### src/rtl/tfhd_pkg.sv
// Package for the text frame header decoder: shared constants, the
// configuration register indexes and the configuration bundle type.
// No dependencies; every other file of the block imports it.
package tfhd_pkg;

   localparam int DATA_WIDTH      = 32;
   localparam int BYTE_WIDTH      = 8;
   localparam int CSR_INDEX_WIDTH = 2;
   localparam int FIELD_INDEX_WIDTH = 3;

   // Default number of magic characters.
   localparam int MAGIC_LENGTH_DEFAULT = 4;

   // Number of fields in a well-formed header.
   localparam logic [FIELD_INDEX_WIDTH-1:0] FIELD_COUNT = 3'd4;

   localparam logic [BYTE_WIDTH-1:0] CHAR_SPACE   = 8'h20;
   localparam logic [BYTE_WIDTH-1:0] CHAR_NEWLINE = 8'h0A;
   localparam logic [BYTE_WIDTH-1:0] CHAR_ZERO    = 8'h30;
   localparam logic [BYTE_WIDTH-1:0] CHAR_NINE    = 8'h39;
   localparam logic [BYTE_WIDTH-1:0] COUNT_MAX    = 8'hFF;

   localparam logic [DATA_WIDTH-1:0] MAGIC_WORD_RESET         = 32'h5A4E_5632;
   localparam logic [BYTE_WIDTH-1:0] MAX_HEADER_LENGTH_RESET  = 8'd64;
   localparam logic [DATA_WIDTH-1:0] MAX_PAYLOAD_LENGTH_RESET = 32'd65536;

   typedef enum logic [CSR_INDEX_WIDTH-1:0] {
      CSR_MAGIC_WORD         = 2'd0,
      CSR_MAX_HEADER_LENGTH  = 2'd1,
      CSR_MAX_PAYLOAD_LENGTH = 2'd2
   } csr_index_type;

   typedef struct packed {
      logic [DATA_WIDTH-1:0] magic_word;
      logic [BYTE_WIDTH-1:0] max_header_length;
      logic [DATA_WIDTH-1:0] max_payload_length;
   } cfg_type;

endpackage

### src/rtl/tfhd_if.sv
// Channel interfaces of the text frame header decoder: header bytes in,
// decoded headers out, and the register write channel.
// Depends on tfhd_pkg.
interface tfhd_req_if import tfhd_pkg::*; ();
   logic                  valid;
   logic                  ready;
   logic [BYTE_WIDTH-1:0] header_byte;
   logic                  final_byte;

   modport source (output valid, output header_byte, output final_byte, input ready);
   modport sink   (input valid, input header_byte, input final_byte, output ready);
endinterface

interface tfhd_rsp_if import tfhd_pkg::*; ();
   logic                  valid;
   logic                  ready;
   logic                  invalid;
   logic [DATA_WIDTH-1:0] header_id;
   logic [DATA_WIDTH-1:0] opcode_value;
   logic [DATA_WIDTH-1:0] body_length;

   modport source (output valid, output invalid, output header_id, output opcode_value,
                   output body_length, input ready);
   modport sink   (input valid, input invalid, input header_id, input opcode_value,
                   input body_length, output ready);
endinterface

interface tfhd_csr_if import tfhd_pkg::*; ();
   logic                       valid;
   logic                       ready;
   logic [CSR_INDEX_WIDTH-1:0] index;
   logic [DATA_WIDTH-1:0]      data;

   modport source (output valid, output index, output data, input ready);
   modport sink   (input valid, input index, input data, output ready);
endinterface

### src/rtl/tfhd_csr.sv
// Configuration registers of the text frame header decoder.
// Depends on tfhd_pkg and tfhd_csr_if; a write takes effect on the next cycle.
module tfhd_csr import tfhd_pkg::*; (
   input  logic       clock,
   input  logic       reset,
   tfhd_csr_if.sink   csr_bus,
   output cfg_type    cfg
);

   logic [DATA_WIDTH-1:0] magic_word_ff, magic_word_in;
   logic [BYTE_WIDTH-1:0] max_header_length_ff, max_header_length_in;
   logic [DATA_WIDTH-1:0] max_payload_length_ff, max_payload_length_in;

   // Writes never stall.
   assign csr_bus.ready = 1'b1;

   always_comb begin
      magic_word_in         = magic_word_ff;
      max_header_length_in  = max_header_length_ff;
      max_payload_length_in = max_payload_length_ff;
      if (csr_bus.valid) begin
         case (csr_bus.index)
            CSR_MAGIC_WORD: begin
               magic_word_in = csr_bus.data;
            end
            CSR_MAX_HEADER_LENGTH: begin
               max_header_length_in = csr_bus.data[BYTE_WIDTH-1:0];
            end
            CSR_MAX_PAYLOAD_LENGTH: begin
               max_payload_length_in = csr_bus.data;
            end
            default: begin
               // Writes to unused indexes are dropped.
            end
         endcase
      end
   end

   always_ff @(posedge clock) begin
      if (reset) begin
         magic_word_ff         <= MAGIC_WORD_RESET;
         max_header_length_ff  <= MAX_HEADER_LENGTH_RESET;
         max_payload_length_ff <= MAX_PAYLOAD_LENGTH_RESET;
      end else begin
         magic_word_ff         <= magic_word_in;
         max_header_length_ff  <= max_header_length_in;
         max_payload_length_ff <= max_payload_length_in;
      end
   end

   assign cfg.magic_word         = magic_word_ff;
   assign cfg.max_header_length  = max_header_length_ff;
   assign cfg.max_payload_length = max_payload_length_ff;

endmodule

### src/rtl/text_frame_header_decoder_unit.sv
// Text frame header decoder, top level: byte parser, input and result registers.
// Depends on tfhd_pkg, tfhd_if.sv and tfhd_csr.
//
// The decoder takes a text frame header of the form "MAGIC id opcode length"
// followed by a newline, one byte per req_bus transaction, and on the byte
// marked final_byte it delivers one rsp_bus transaction carrying the request
// id, opcode and payload length, together with a single invalid flag that
// covers every kind of failure: wrong magic, a field count other than four,
// an empty field, a non-canonical or overflowing decimal, a zero id or
// opcode, a length above max_payload_length, a header longer than
// max_header_length bytes, or a last byte that is not a newline. When
// invalid is set the three numeric fields read as zero. Bytes that are not
// marked final produce no result. One byte is accepted every clock cycle
// unless the input side stalls; a byte passes through the input register,
// and the result of a final byte is loaded from there into the result
// register, which drives rsp_bus.valid. The only loop is the parse state
// itself, which is updated from the input register by one compare chain
// and a 36-bit multiply-by-ten-and-add built from shifts. The input side
// stalls only when a final byte waits for a result register that is still
// held by the sink. Configuration registers are written through csr_bus,
// which never stalls, and must only be changed while no header is in
// progress.
module text_frame_header_decoder_unit import tfhd_pkg::*; #(
   parameter int MAGIC_LENGTH = MAGIC_LENGTH_DEFAULT
) (
   input  logic       clock,
   input  logic       reset,
   tfhd_req_if.sink   req_bus,
   tfhd_rsp_if.source rsp_bus,
   tfhd_csr_if.sink   csr_bus
);

   localparam int MAGIC_POS_WIDTH = (MAGIC_LENGTH > 1) ? $clog2(MAGIC_LENGTH) : 1;
   localparam int MAGIC_SLOTS     = 2 ** MAGIC_POS_WIDTH;
   localparam int EXT_WIDTH       = 64;
   localparam int PROD_WIDTH      = DATA_WIDTH + 4;

   cfg_type cfg;

   tfhd_csr u_csr (
      .clock   (clock),
      .reset   (reset),
      .csr_bus (csr_bus),
      .cfg     (cfg)
   );

   // Input register.
   logic                  s1_valid_ff, s1_valid_in;
   logic [BYTE_WIDTH-1:0] s1_byte_ff;
   logic                  s1_final_ff;
   logic                  s1_fire;
   logic                  req_fire;

   // Parse state.
   logic [FIELD_INDEX_WIDTH-1:0] field_index_ff, field_index_in;
   logic [BYTE_WIDTH-1:0]        field_count_ff, field_count_in;
   logic [BYTE_WIDTH-1:0]        total_count_ff, total_count_in;
   logic                         magic_match_ff, magic_match_in;
   logic [DATA_WIDTH-1:0]        accum_ff, accum_in;
   logic                         lead_zero_ff, lead_zero_in;
   logic                         error_ff, error_in;
   logic [DATA_WIDTH-1:0]        saved_id_ff, saved_id_in;
   logic [DATA_WIDTH-1:0]        saved_opcode_ff, saved_opcode_in;

   // Result register.
   logic                  out_valid_ff, out_valid_in;
   logic                  out_invalid_ff, out_invalid_in;
   logic [DATA_WIDTH-1:0] out_id_ff, out_id_in;
   logic [DATA_WIDTH-1:0] out_opcode_ff, out_opcode_in;
   logic [DATA_WIDTH-1:0] out_length_ff, out_length_in;
   logic                  out_load;

   // Parser intermediates.
   logic                    is_sep;
   logic                    is_digit;
   logic [3:0]              digit;
   logic [PROD_WIDTH-1:0]   accum_next;
   logic                    overflow;
   logic [BYTE_WIDTH-1:0]   total_inc;
   logic [EXT_WIDTH-1:0]    magic_ext;
   logic [BYTE_WIDTH-1:0]   magic_chars [MAGIC_SLOTS];
   logic [BYTE_WIDTH-1:0]   expected_char;
   logic                    bad;

   // The input register drains every cycle unless it holds a final byte
   // while the result register is occupied and not being taken.
   assign s1_fire  = s1_valid_ff && (!s1_final_ff || !out_valid_ff || rsp_bus.ready);
   assign req_bus.ready = !s1_valid_ff || s1_fire;
   assign req_fire = req_bus.valid && req_bus.ready;
   assign out_load = s1_fire && s1_final_ff;

   always_comb begin
      s1_valid_in = s1_valid_ff;
      if (req_fire) begin
         s1_valid_in = 1'b1;
      end else if (s1_fire) begin
         s1_valid_in = 1'b0;
      end
   end

   // Magic characters, first one in the most significant used byte; bytes
   // above the 32-bit register read as zero.
   assign magic_ext = {{(EXT_WIDTH - DATA_WIDTH){1'b0}}, cfg.magic_word};

   for (genvar k = 0; k < MAGIC_SLOTS; k++) begin : g_magic
      if (k < MAGIC_LENGTH) begin : g_used
         assign magic_chars[k] = magic_ext[BYTE_WIDTH*(MAGIC_LENGTH-1-k) +: BYTE_WIDTH];
      end else begin : g_spare
         assign magic_chars[k] = '0;
      end
   end

   assign expected_char = magic_chars[field_count_ff[MAGIC_POS_WIDTH-1:0]];

   assign is_sep   = (s1_byte_ff == CHAR_SPACE) || (s1_byte_ff == CHAR_NEWLINE);
   assign is_digit = (s1_byte_ff >= CHAR_ZERO) && (s1_byte_ff <= CHAR_NINE);
   assign digit    = s1_byte_ff[3:0];

   // accum * 10 + digit, wide enough that any carry past 32 bits shows overflow.
   assign accum_next = ({{(PROD_WIDTH - DATA_WIDTH){1'b0}}, accum_ff} << 3)
                     + ({{(PROD_WIDTH - DATA_WIDTH){1'b0}}, accum_ff} << 1)
                     + PROD_WIDTH'(digit);
   assign overflow   = |accum_next[PROD_WIDTH-1:DATA_WIDTH];

   assign total_inc = (total_count_ff != COUNT_MAX) ? total_count_ff + 8'd1 : total_count_ff;

   always_comb begin
      field_index_in  = field_index_ff;
      field_count_in  = field_count_ff;
      total_count_in  = total_count_ff;
      magic_match_in  = magic_match_ff;
      accum_in        = accum_ff;
      lead_zero_in    = lead_zero_ff;
      error_in        = error_ff;
      saved_id_in     = saved_id_ff;
      saved_opcode_in = saved_opcode_ff;
      out_invalid_in  = out_invalid_ff;
      out_id_in       = out_id_ff;
      out_opcode_in   = out_opcode_ff;
      out_length_in   = out_length_ff;
      bad             = 1'b0;

      if (s1_fire) begin
         total_count_in = total_inc;
         if (total_inc > cfg.max_header_length) begin
            error_in = 1'b1;
         end

         if (is_sep) begin
            if ((field_index_ff >= FIELD_COUNT) || (field_count_ff == '0)) begin
               error_in = 1'b1;
            end else begin
               case (field_index_ff)
                  3'd0: begin
                     if ((field_count_ff != BYTE_WIDTH'(MAGIC_LENGTH)) || !magic_match_ff) begin
                        error_in = 1'b1;
                     end
                  end
                  3'd1: begin
                     if (accum_ff == '0) begin
                        error_in = 1'b1;
                     end
                     saved_id_in = accum_ff;
                  end
                  3'd2: begin
                     if (accum_ff == '0) begin
                        error_in = 1'b1;
                     end
                     saved_opcode_in = accum_ff;
                  end
                  default: begin
                     if (accum_ff > cfg.max_payload_length) begin
                        error_in = 1'b1;
                     end
                  end
               endcase
               field_index_in = field_index_ff + 3'd1;
            end
            field_count_in = '0;
            accum_in       = '0;
            lead_zero_in   = 1'b0;
            magic_match_in = 1'b1;
         end else begin
            if (field_index_ff == '0) begin
               if ((field_count_ff >= BYTE_WIDTH'(MAGIC_LENGTH)) ||
                   (expected_char != s1_byte_ff)) begin
                  magic_match_in = 1'b0;
               end
            end else if (field_index_ff < FIELD_COUNT) begin
               if (!is_digit) begin
                  error_in = 1'b1;
               end else begin
                  if (lead_zero_ff) begin
                     error_in = 1'b1;
                  end
                  if ((field_count_ff == '0) && (digit == 4'd0)) begin
                     lead_zero_in = 1'b1;
                  end
                  if (overflow) begin
                     error_in = 1'b1;
                  end else begin
                     accum_in = accum_next[DATA_WIDTH-1:0];
                  end
               end
            end else begin
               error_in = 1'b1;
            end
            if (field_count_ff != COUNT_MAX) begin
               field_count_in = field_count_ff + 8'd1;
            end
         end

         if (s1_final_ff) begin
            // A good header ends with the newline that closes the length
            // field, so the length is the accumulator before this byte.
            bad = error_in || (s1_byte_ff != CHAR_NEWLINE) || (field_index_in != FIELD_COUNT);
            out_invalid_in  = bad;
            out_id_in       = bad ? '0 : saved_id_in;
            out_opcode_in   = bad ? '0 : saved_opcode_in;
            out_length_in   = bad ? '0 : accum_ff;
            field_index_in  = '0;
            field_count_in  = '0;
            total_count_in  = '0;
            magic_match_in  = 1'b1;
            accum_in        = '0;
            lead_zero_in    = 1'b0;
            error_in        = 1'b0;
            saved_id_in     = '0;
            saved_opcode_in = '0;
         end
      end
   end

   always_comb begin
      out_valid_in = out_valid_ff;
      if (out_load) begin
         out_valid_in = 1'b1;
      end else if (rsp_bus.ready) begin
         out_valid_in = 1'b0;
      end
   end

   always_ff @(posedge clock) begin
      if (reset) begin
         s1_valid_ff     <= 1'b0;
         out_valid_ff    <= 1'b0;
         field_index_ff  <= '0;
         field_count_ff  <= '0;
         total_count_ff  <= '0;
         magic_match_ff  <= 1'b1;
         accum_ff        <= '0;
         lead_zero_ff    <= 1'b0;
         error_ff        <= 1'b0;
         saved_id_ff     <= '0;
         saved_opcode_ff <= '0;
      end else begin
         s1_valid_ff     <= s1_valid_in;
         out_valid_ff    <= out_valid_in;
         field_index_ff  <= field_index_in;
         field_count_ff  <= field_count_in;
         total_count_ff  <= total_count_in;
         magic_match_ff  <= magic_match_in;
         accum_ff        <= accum_in;
         lead_zero_ff    <= lead_zero_in;
         error_ff        <= error_in;
         saved_id_ff     <= saved_id_in;
         saved_opcode_ff <= saved_opcode_in;
      end
   end

   // Payload registers carry no reset.
   always_ff @(posedge clock) begin
      if (req_fire) begin
         s1_byte_ff  <= req_bus.header_byte;
         s1_final_ff <= req_bus.final_byte;
      end
      out_invalid_ff <= out_invalid_in;
      out_id_ff      <= out_id_in;
      out_opcode_ff  <= out_opcode_in;
      out_length_ff  <= out_length_in;
   end

   assign rsp_bus.valid        = out_valid_ff;
   assign rsp_bus.invalid      = out_invalid_ff;
   assign rsp_bus.header_id    = out_id_ff;
   assign rsp_bus.opcode_value = out_opcode_ff;
   assign rsp_bus.body_length  = out_length_ff;

`ifndef SYNTH
   // The field index never runs past the field count.
   a_field_index_range: assert property (@(posedge clock) disable iff (reset)
      field_index_ff <= FIELD_COUNT)
      else $error("field index beyond field count");

   // A final byte leaves the parser in its cleared state.
   a_clear_after_final: assert property (@(posedge clock) disable iff (reset)
      (s1_fire && s1_final_ff) |=> (field_index_ff == '0 && total_count_ff == '0 &&
                                    !error_ff && magic_match_ff))
      else $error("parse state not cleared after final byte");

   // A final byte must not overwrite a result that the sink has not taken.
   a_no_result_overwrite: assert property (@(posedge clock) disable iff (reset)
      (out_valid_ff && !rsp_bus.ready) |-> !out_load)
      else $error("result register overwritten");

   // An accepted header always has a nonzero id and opcode.
   a_good_fields_nonzero: assert property (@(posedge clock) disable iff (reset)
      (out_valid_ff && !out_invalid_ff) |-> (out_id_ff != '0 && out_opcode_ff != '0))
      else $error("accepted header with zero id or opcode");

   // A rejected header reports all numeric fields as zero.
   a_bad_fields_zero: assert property (@(posedge clock) disable iff (reset)
      (out_valid_ff && out_invalid_ff) |->
         (out_id_ff == '0 && out_opcode_ff == '0 && out_length_ff == '0))
      else $error("rejected header with nonzero fields");
`endif

endmodule

### src/flat_wrapper.sv
// flat-port wrapper written by rule: the top's interface ports become plain ports
module text_frame_header_decoder_unit_flat import tfhd_pkg::*;
#(
   parameter int MAGIC_LENGTH = MAGIC_LENGTH_DEFAULT
)
  (clock, reset, req_bus_valid, req_bus_header_byte, req_bus_final_byte, req_bus_ready, rsp_bus_valid, rsp_bus_invalid, rsp_bus_header_id, rsp_bus_opcode_value, rsp_bus_body_length, rsp_bus_ready, csr_bus_valid, csr_bus_index, csr_bus_data, csr_bus_ready);
  tfhd_req_if req_bus_i ();
  tfhd_rsp_if rsp_bus_i ();
  tfhd_csr_if csr_bus_i ();
  input  logic clock;
  input  logic reset;
  input wire logic [$bits(req_bus_i.valid)-1:0] req_bus_valid;
  input wire logic [$bits(req_bus_i.header_byte)-1:0] req_bus_header_byte;
  input wire logic [$bits(req_bus_i.final_byte)-1:0] req_bus_final_byte;
  output wire logic [$bits(req_bus_i.ready)-1:0] req_bus_ready;
  output wire logic [$bits(rsp_bus_i.valid)-1:0] rsp_bus_valid;
  output wire logic [$bits(rsp_bus_i.invalid)-1:0] rsp_bus_invalid;
  output wire logic [$bits(rsp_bus_i.header_id)-1:0] rsp_bus_header_id;
  output wire logic [$bits(rsp_bus_i.opcode_value)-1:0] rsp_bus_opcode_value;
  output wire logic [$bits(rsp_bus_i.body_length)-1:0] rsp_bus_body_length;
  input wire logic [$bits(rsp_bus_i.ready)-1:0] rsp_bus_ready;
  input wire logic [$bits(csr_bus_i.valid)-1:0] csr_bus_valid;
  input wire logic [$bits(csr_bus_i.index)-1:0] csr_bus_index;
  input wire logic [$bits(csr_bus_i.data)-1:0] csr_bus_data;
  output wire logic [$bits(csr_bus_i.ready)-1:0] csr_bus_ready;
  assign req_bus_i.valid = req_bus_valid;
  assign req_bus_i.header_byte = req_bus_header_byte;
  assign req_bus_i.final_byte = req_bus_final_byte;
  assign req_bus_ready = req_bus_i.ready;
  assign rsp_bus_valid = rsp_bus_i.valid;
  assign rsp_bus_invalid = rsp_bus_i.invalid;
  assign rsp_bus_header_id = rsp_bus_i.header_id;
  assign rsp_bus_opcode_value = rsp_bus_i.opcode_value;
  assign rsp_bus_body_length = rsp_bus_i.body_length;
  assign rsp_bus_i.ready = rsp_bus_ready;
  assign csr_bus_i.valid = csr_bus_valid;
  assign csr_bus_i.index = csr_bus_index;
  assign csr_bus_i.data = csr_bus_data;
  assign csr_bus_ready = csr_bus_i.ready;
  text_frame_header_decoder_unit #(.MAGIC_LENGTH(MAGIC_LENGTH)) u_core (.clock(clock), .reset(reset), .req_bus(req_bus_i), .rsp_bus(rsp_bus_i), .csr_bus(csr_bus_i));
endmodule
### config.mk
export PLATFORM = sky130hd
export DESIGN_NAME = text_frame_header_decoder_unit_flat
export DESIGN_NICKNAME = d
export VERILOG_FILES = /design/src/rtl/tfhd_pkg.sv /design/src/rtl/tfhd_if.sv /design/src/rtl/tfhd_csr.sv /design/src/rtl/text_frame_header_decoder_unit.sv /design/src/flat_wrapper.sv
export SDC_FILE = /design/constraint.sdc
export NUM_CORES = 1
export LEC_CHECK = 0
export ABC_AREA = 1
export BUFFER_PORTS_ARGS = -buffer_cell sky130_fd_sc_hd__buf_2
export CORE_MARGIN = 1.5
export CORE_UTILIZATION = 58
export DETAILED_ROUTE_END_ITERATION = 12
export HOLD_SLACK_MARGIN = 0.06
export PLACE_DENSITY = 0.76
export SETUP_SLACK_MARGIN = 0.5
export SYNTH_ARGS = -nofsm -noshare
export SYNTH_HDL_FRONTEND = slang
export SYNTH_SLANG_ARGS = --single-unit
### constraint.sdc
create_clock -name clock -period 3.45 [get_ports clock]
set_input_delay 0.1725 -clock clock [delete_from_list [all_inputs] [get_ports clock]]
set_output_delay 0.1725 -clock clock [all_outputs]
set_load 0.01 [all_outputs]
# Word-level counts from Yosys, hierarchy flattened
# Index checks and enable logic that the tools add are counted.
# totals
ff_bits	298
latch_bits	0
ramBits	0
romBits	0
in_bits	48
memories	0
# op_classes
addsub	5
multipliers	0
div	0
magnitude_cmp	8
eq_ne	14
shifts	0
mux	54
bitwise	1
n_reduce_logical	41
# ops
operator	count
two-way mux 32 bit	14
two-way mux 8 bit	7
adder 35 x 33 -> 36 bit	1
adder 36 x 4 -> 36 bit	1
greater-than comparator 32 bit	1
logical NOT 32 bit	1
two-way mux 1 bit	27
nonzero test 3 bit	6
adder 8 x 1 -> 8 bit, second input constant	2
binary-select mux 8 bit (select 2 bit)	1
!= test 8 bit, second input constant	2
two-way mux 3 bit	4
AND reduction 2 bit	5
AND reduction 5 bit	2
logical OR 1 bit	9
equality test 8 x 4 -> 1 bit, second input constant	1
equality test 8 x 6 -> 1 bit, second input constant	1
>= comparator 8 x 3 -> 1 bit, second input constant	1
>= comparator 8 x 6 -> 1 bit, second input constant	1
greater-than comparator 8 bit	1
<= comparator 8 x 6 -> 1 bit, second input constant	1
logical NOT 8 bit	1
!= test 8 x 3 -> 1 bit, second input constant	1
!= test 8 x 4 -> 1 bit, second input constant	1
other kinds (21)	31

# Longest topological paths before layout
# Gate-level depths: netlist (run 1).
# logic_depth
depth_word	13
depth_mapped	24
mapped_depth_nobuf	22

# By module
# Synthesis (run 1) repeated with hierarchy kept, for this count alone.
# unflattened
cells_unflattened	2138
area_unflattened_um2	16169.3
# modules_own_cells
module	n_inst	cells_per_inst	area_each_um2	seq_area_each_um2
text_frame_header_decoder_unit	1	1705	13222.7	5585.4
tfhd_csr	1	433	2946.6	1441.4

# Worst setup path after synthesis (run 1)
# Ideal clock, no wire load.
# synth_timing
path_type	register -> register
start	register u_core.total_count_ff[0]
end	register u_core.out_length_ff[2] (netlist: u_core.rsp_bus.body_length[2]) (data pin)
setup_time_ps	255
arrival_ps	2952
t_required_ps	3195
slack_ps	243
stages_incl_launch_ff	22
n_path_buf	2
period_less_slack_ps	3207
path_cell_list	dfxtp_1 ha_1 nand2_1 nor3_1 nand3_1 mux2_2 ha_1 a21oi_1 o21ai_0 nand2_1 o211ai_1 o21ai_0 nand2_1 nor2_1 nor2_1 nor2_1 nand2_1 nand2_2 nand2_4 buf_8 buf_12 nor2_4
# synth_via
elab_chain_cells	13
elab_cells_between_ends	19
cone_classes	1 x add/sub; 1 x order compare; 1 x eq/ne; 14 x mux; 2 x reduce/logical
# synth_lines
element	line_no	source
from (decl)	text_frame_header_decoder_unit.sv:57	logic [BYTE_WIDTH-1:0] total_count_ff, total_count_in;
from (signal assigned)	text_frame_header_decoder_unit.sv:261	total_count_ff <= total_count_in;
adder 8 x 1 -> 8 bit or != test 8 bit (tied branches)	text_frame_header_decoder_unit.sv:125	assign total_inc = (total_count_ff != COUNT_MAX) ? total_count_ff + 8'd1 : total_count_ff;
two-way mux 8 bit (*)	text_frame_header_decoder_unit.sv:125	
greater-than comparator 8 bit (*)	text_frame_header_decoder_unit.sv:145	if (total_inc > cfg.max_header_length) begin
two-way mux 1 bit (*)	text_frame_header_decoder_unit.sv:145	
two-way mux 1 bit	text_frame_header_decoder_unit.sv:193	if (lead_zero_ff) begin
two-way mux 1 bit	text_frame_header_decoder_unit.sv:199	if (overflow) begin
two-way mux 1 bit	text_frame_header_decoder_unit.sv:190	if (!is_digit) begin
two-way mux 1 bit	text_frame_header_decoder_unit.sv:189	end else if (field_index_ff < FIELD_COUNT) begin
two-way mux 1 bit	text_frame_header_decoder_unit.sv:184	if (field_index_ff == '0) begin
two-way mux 1 bit (*)	text_frame_header_decoder_unit.sv:149	if (is_sep) begin
two-way mux 1 bit (*)	text_frame_header_decoder_unit.sv:143	if (s1_fire) begin
logical OR 1 bit (*) (2 in series)	text_frame_header_decoder_unit.sv:216	bad = error_in || (s1_byte_ff != CHAR_NEWLINE) || (field_index_in != FIELD_COUNT);
to (signal assigned)	text_frame_header_decoder_unit.sv:280	out_length_ff <= out_length_in;
to (decl)	text_frame_header_decoder_unit.sv:70	logic [DATA_WIDTH-1:0] out_length_ff, out_length_in;
# Mark *: on every way between the ends. The rest lies on a longest branch, timed or not. The select of a mux whose other input is x is not followed.
# A chain may end at the register's enable or synchronous reset.

# Worst setup path in the final report (run 1)
# layout_timing
start	register u_core.total_count_ff[1]
end	register u_core.out_length_ff[19] (netlist: u_core.rsp_bus.body_length[19]) (data pin)
# Same word-level chain as after synthesis.

==> results of run 1 <==
## Yosys cell counts (all sizes together), types with 2 or more instances
cell | count | share of area
a21boi | 2 | 0.00094
a21o | 2 | 0.00094
a21oi | 255 | 0.080
a31oi | 5 | 0.0019
and2 | 2 | 0.00078
buf | 30 | 0.013
clkbuf | 59 | 0.014
clkinv | 3 | 0.00070
dfxtp | 192 | 0.24
edfxtp | 106 | 0.20
fa | 2 | 0.0025
ha | 110 | 0.086
inv | 194 | 0.045
nand2 | 581 | 0.14
nand3 | 62 | 0.021
nand4 | 18 | 0.0070
nor2 | 163 | 0.053
nor3 | 15 | 0.0053
nor4 | 2 | 0.0012
o211a | 10 | 0.0062
o211ai | 4 | 0.0019
o21ai | 171 | 0.054
o21bai | 3 | 0.0014
o22a | 2 | 0.0011
o22ai | 5 | 0.0019
or2 | 6 | 0.0023
xnor2 | 12 | 0.0065
xor2 | 19 | 0.010
## cells by family after synthesis
kind of cell               Yosys count  synth area share
and+or+nand+nor                    850             0.230
AOI/OAI and AO/OA                  466             0.153
DFF                                298             0.438
buffers and inverters              286            0.0731
adders and majority gates          112            0.0882
xor gates and xnor gates            31            0.0169
other                                1          0.000234
muxes                                1          0.000701
## sequential cells by signal (all words and copies together), names as in the netlist, 32 cells and up
signal / flops
u_core.saved_id_ff: 32
u_core.rsp_bus.header_id: 32
u_core.accum_ff: 32
u_core.rsp_bus.opcode_value: 32
u_core.saved_opcode_ff: 32
u_core.rsp_bus.body_length: 32
u_core.u_csr.magic_word_ff: 32
u_core.u_csr.max_payload_length_ff: 32
## power breakdown
part	total, W	internal [W]	switching [W]
combinational	0.000719	0.000263	0.000456
sequential	0.00378	0.00372	0.0000605
clock	0.00373	0.00222	0.00150
total	0.00822	0.00620	0.00202
## metrics by stage
stage          setup slack, ps  hold slack (ps)  area (um2)
3_3_place_gp               156              349       17400
2_1_floorplan              433              264       16100
5_1_grt                   21.2              110       20500
6_report                  94.2             81.6       20500
4_1_cts                    213             76.9       19900
3_5_place_dp              3.32              353       17400
## final cells by class
| class | count | area share |
|---|---|---|
| inverters | 197 | 0.0366 |
| well taps | 341 | 0.0208 |
| repair buffers | 316 | 0.127 |
| multi-input cells | 1461 | 0.414 |
| clock buffers | 49 | 0.0498 |
| flip-flops and latches | 298 | 0.345 |
| clock inverters | 13 | 0.00666 |
## how the worst max path moves through the flow
| stage | from | end | cells past startpoint |
|---|---|---|---|
| after global placement | u_core.total_count_ff[1]$_SDFFE_PP0P_ | u_core.rsp_bus.body_length[31]$_SDFFCE_PP0P_ | 20 |
| after CTS | u_core.s1_byte_ff[3]$_DFFE_PP_ | u_core.rsp_bus.body_length[31]$_SDFFCE_PP0P_ | 23 |
| after global routing | u_core.total_count_ff[1]$_SDFFE_PP0P_ | u_core.rsp_bus.body_length[5]$_SDFFCE_PP0P_ | 23 |
| after floorplan | u_core.s1_byte_ff[2]$_DFFE_PP_ | u_core.rsp_bus.body_length[20]$_SDFFCE_PP0P_ | 24 |
| after detailed placement | u_core.total_count_ff[1]$_SDFFE_PP0P_ | u_core.rsp_bus.body_length[31]$_SDFFCE_PP0P_ | 20 |
| final | u_core.total_count_ff[1]$_SDFFE_PP0P_ | u_core.rsp_bus.body_length[19]$_SDFFCE_PP0P_ | 23 |
## layer usage
metal | vias up | track usage | part of all wire
li1 | 7300 | - | -
met1 | 7342 | 0.434 | 0.39
met2 | 833 | 0.580 | 0.48
met3 | 170 | 0.0403 | 0.080
met4 | 0 | 0.150 | 0.047
met5 | - | 0 | 0
## worst max-delay path, cell delays in order, from the launching register on
cell	delay, ps
dfxtp_4	360
ha_4	150
nand2_4	60
nor3_4	160
nand3_2	180
buf_6	180
nand4_1	100
xnor2_2	110
ha_1	300
nand2_1	60
nor2_2	160
nand3_2	100
o21ai_2	180
nand2_2	80
nor2_1	90
nor2_1	40
nor2_1	90
nand2_1	100
nand2_2	130
nand2_8	80
buf_12	140
buf_12	130
clkbuf_16	160
nor2_4	90
## what timing repair did
action	in CTS	in global routing
endpoints found under the hold margin	80	0
gates cloned	6	6
resized for setup	115	95
pin swaps	22	24
buffers inserted	33	10
setup endpoints to repair	129	191
hold buffers	46	0
==> results.yml, run 1 <==
clock_tree:
  cts_tree: "done"
  insertion_delay_ps: 530
  numCtsBuffers: 34
  cts_buffer_depth: 3
  cts_max_level: 2
  root_buffer: "clkbuf_16"
  clk_pin_slew_ps: 60
  clock_sinks: 298
critical_path:
  reg2reg_from: "u_core.total_count_ff[1]$_SDFFE_PP0P_"
  critPathKind: "reg2reg"
  cp_max_fo: 5
  critPathLaunchType: "flop"
  worst-endpoint-arrival_ps: 3750
  ff2ff_setup_slack_ps: 90
  r2r_end: "u_core.rsp_bus.body_length[19]$_SDFFCE_PP0P_"
  worst_r2r_path_depth: 23
  worstPathRequired_ps: 3840
  end_kind: "flop"
global_routing:
  grt_pass1_wl_um: 76900
  grt_max_degree: 93
  antenna_found_initial: 0
  gr-total-overflow: 0
  grt_usage: 0.340
  first_global_vias: 14800
final_layout:
  layout.cells.most_common: "nand2_1"
  multi_input_area_mm2: 0.00849
  utilization: 0.758
  area_growth_pct: 27.6
  finalNonFillerCells: 2675
  drive_above_1_share: 0.233
  nNetsFinal: 2468
  final_cell_mix: "nand2_1, a21oi_1, inv_1, dfxtp_1, o21ai_0"
  seq_area_mm2: 0.00706
  antenna_cells: 0
  fill_cells: 1899
run_status:
  outcome: "finished clean"
synthesis:
  synthFlopType: "dfxtp_1"
  synth_nets: 2205
  synth_warnings: 0
  ys_seq_area_frac: 0.438
  synth_edf_count: 106
  syn_area_mm2: 0.0161
  synth.distinct_cells: 55
  ys_seq_elements: 298
  syn_avg_cell_area_um2: 7.85
  synth_cells: 2045
  async_reset_ff_frac: 0
floorplan:
  initial_utilization: 0.594
  dieArea_mm2: 0.0287
  fp.dieH_um: 169
  rows: 60
  core_mm2: 0.0270
  ios: 148
  die_w_um: 169
timing:
  clock_skew_ps: 20.1
  hold_viol: 0
  rsz0062_at_grt: "true"
  fmax_mhz: 298
  slew_viol_final: 0
  final.period_utilization: 0.973
  fin_crit_ps: 3360
  setup_viol_count_final: 0
  worst_pin_slew_ps: 1150
  tns_ps: 0
  relSlewSlack: 0.236
worst_hold_path:
  whs_endpoint: "u_core.rsp_bus.valid$_SDFFE_PP0P_"
  worstHoldPathCells: 4
  min_from: "rsp_bus_ready"
  hp-class: "in2reg"
placement:
  port_buffers: 146
  gp_congestion: 0.984
  dp_cells: 2512
  hpwl_um: 32400
routing:
  drt_pass1_iterations: 6
  viasPerCell: 5.85
  ant_nets: 0
  vias: 15600
  drc: 0
  drt_iter0_drc: 1725
  drt-total-wl_um: 50600
  routedWlPerCell_um: 18.9
pwr:
  p_total_w: 0.00822
  powerDensity_mw_per_mm2: 401
  ir_drop_v: 0.000363
  leakagePower_nw: 9.06
run:
  maxCapViolCount: 0
Note: power is estimated with default switching activity, not from simulation.
==> run 2, diff against run 1 <==
CAP_MARGIN = 20   (was default)
HOLD_SLACK_MARGIN = 0.03   (was 0.06)
clock period = 3.75 ns   (was 3.45 ns; I/O delays follow)
==> run 2 against run 1 <==
Against the previous run:
- combinational power down 13%
- power down 7.7%
- flip-flop and latch count unchanged
- largest cell class unchanged
- register-to-register slack better by 340 ps
- clock skew up 4.3 ps
==> results.yml, run 2 (same netlist as run 1, synthesis figures left out) <==
run_status:
  outcome: "finished clean"
critical_path:
  cp_max_fo: 7
  worstPathRequired_ps: 4030
  end_kind: "flop"
  crit_start: "u_core.total_count_ff[0]$_SDFFE_PP0P_"
  max_stage_delay_ps: 380
  crit_family: "simple AND/OR/NAND/NOR gates"
  critPathKind: "reg2reg"
  reg2reg_from: "u_core.total_count_ff[0]$_SDFFE_PP0P_"
  worst-endpoint-arrival_ps: 3600
  critPathLaunchType: "flop"
  crit_slowest_cell: "dfxtp_4"
  path_buf_inv: 3
  crit_chain: "ha_4 > nand2_4 > nor3_4 > nand3_2 > buf_6 > nand4_1 > xnor2_2 > ha_1 > nand2_1 > nor2_2 > nand3_1 > o21ai_2 > nand2_2 > nor2_2 > nor2_1 > nor2_1 > nand2_1 > nand2_4 > buf_12 > nand2_8 > buf_16"
routing:
  ant_nets: 0
  drt-total-wl_um: 47900
  drc: 0
  vias: 15000
  routedWlPerCell_um: 18.2
  drt_pass1_iterations: 6
  drt_iter0_drc: 1599
  viasPerCell: 5.72
clock_tree:
  cts_tree: "done"
  cts_buffer_depth: 3
  clock_sinks: 298
  numCtsBuffers: 34
  clk_pin_slew_ps: 60
  root_buffer: "clkbuf_16"
  insertion_delay_ps: 530
  cts_max_level: 2
timing:
  worst_pin_slew_ps: 1130
  fin_ws_ps: 430
  final.period_utilization: 0.885
  rsz0062_at_grt: "true"
  clock_skew_ps: 24.4
  relSlewSlack: 0.244
  tns_ps: 0
  slew_viol_final: 0
  fmax_mhz: 301
  fin_crit_ps: 3320
  setup_viol_count_final: 0
  hold_viol: 0
floorplan:
  die_w_um: 169
  rows: 60
  dieArea_mm2: 0.0287
  initial_utilization: 0.594
  fp.dieH_um: 169
  ios: 148
  core_mm2: 0.0270
global_routing:
  first_global_vias: 14200
  grt_pass1_wl_um: 73300
  antenna_found_initial: 1
  grt_max_degree: 93
  grt_usage: 0.324
  gr-total-overflow: 0
final_layout:
  final_cell_mix: "nand2_1, a21oi_1, inv_1, dfxtp_1, o21ai_0"
  nNetsFinal: 2423
  fill_cells: 2080
  seq_area_mm2: 0.00704
  area_growth_pct: 22.0
  drive_above_1_share: 0.179
  multi_input_area_mm2: 0.00817
  antenna_cells: 0
  layout.cells.most_common: "nand2_1"
pwr:
  pwr-share-seq: 0.458
  p_clk_frac: 0.460
  internal-power_w: 0.00578
  leakagePower_nw: 8.71
  p_sw_frac: 0.239
  powerDensity_mw_per_mm2: 388
  comb_power_share: 0.082
  switching_power_w: 0.00182
  ir_drop_v: 0.000370
placement:
  gp_congestion: 0.951
  port_buffers: 146
  pre_cts_ws_ps: 180
  hpwl_um: 31600
worst_hold_path:
  min_from: "rsp_bus_ready"
  hp-class: "in2reg"
run:
  maxCapViolCount: 0
[run 2: repair_timing]
item | 4_1_cts | 5_1_grt
hold buffers | 44 | 0
gates resized for setup | 40 | 51
gates cloned | 6 | 2
setup endpoints to repair | 97 | 128
pin swaps | 15 | 17
endpoints found under the hold margin | 75 | 0
buffers inserted | 10 | 5
[run 2: metal layers]
metal / global-route usage / vias up / routed length [um]
li1: - / 7200 / -
met1: 0.412 / 6992 / 19400
met2: 0.541 / 699 / 22400
met3: 0.0550 / 152 / 3870
met4: 0.150 / 2 / 2180
met5: 0 / - / 14
[run 2: power groups by stage]
stage / clock [W] / combinational (W) / sequential (W)
6_report: 0.00349 / 0.000623 / 0.00348
5_1_grt: 0.00364 / 0.000685 / 0.00348
4_1_cts: 0.00352 / 0.000604 / 0.00348
3_5_place_dp: 0 / 0.000556 / 0.00354
3_3_place_gp: 0 / 0.000544 / 0.00354
2_1_floorplan: 0 / 0.000347 / 0.00354
[run 2: through the flow]
stage / cells / area (um2) / util / total power [W] / hold WS [ps]
2_1_floorplan: 2045 / 16100 / - / 0.00389 / 279
3_3_place_gp: 2501 / 17300 / 0.641 / 0.00409 / 365
3_5_place_dp: 2501 / 17300 / 0.641 / 0.00410 / 366
4_1_cts: 2623 / 19300 / 0.714 / 0.00760 / 49.6
5_1_grt: 2630 / 19600 / 0.725 / 0.00781 / 86.0
6_report: 2630 / 19600 / 0.725 / 0.00759 / 56.1
[run 2: final timing paths]
path / end / slack (ps) / cells past startpoint
hold reg to reg: u_core.u_csr.magic_word_ff[22]$_SDFFE_PP1P_ / 460 / 2
setup reg to reg: u_core.rsp_bus.invalid$_DFFE_PP_ / 430 / 21
setup / recovery: u_core.rsp_bus.invalid$_DFFE_PP_ / 430 / 21
hold / removal: u_core.rsp_bus.valid$_SDFFE_PP0P_ / 60 / 4
[run 2: tightest hold or removal path: stages]
cell	delay, ps
buf_2	70
nor2_1	60
o21ai_0	150
inv_1	50
[run 2: layout make-up]
| cell class | count | share of cell area |
|---|---|---|
| inverters | 197 | 0.0381 |
| clock inverters | 11 | 0.00900 |
| clock buffers | 51 | 0.0509 |
| repair buffers | 270 | 0.104 |
| multi-input cells | 1462 | 0.417 |
| well taps | 341 | 0.0218 |
| flip-flops and latches | 298 | 0.359 |
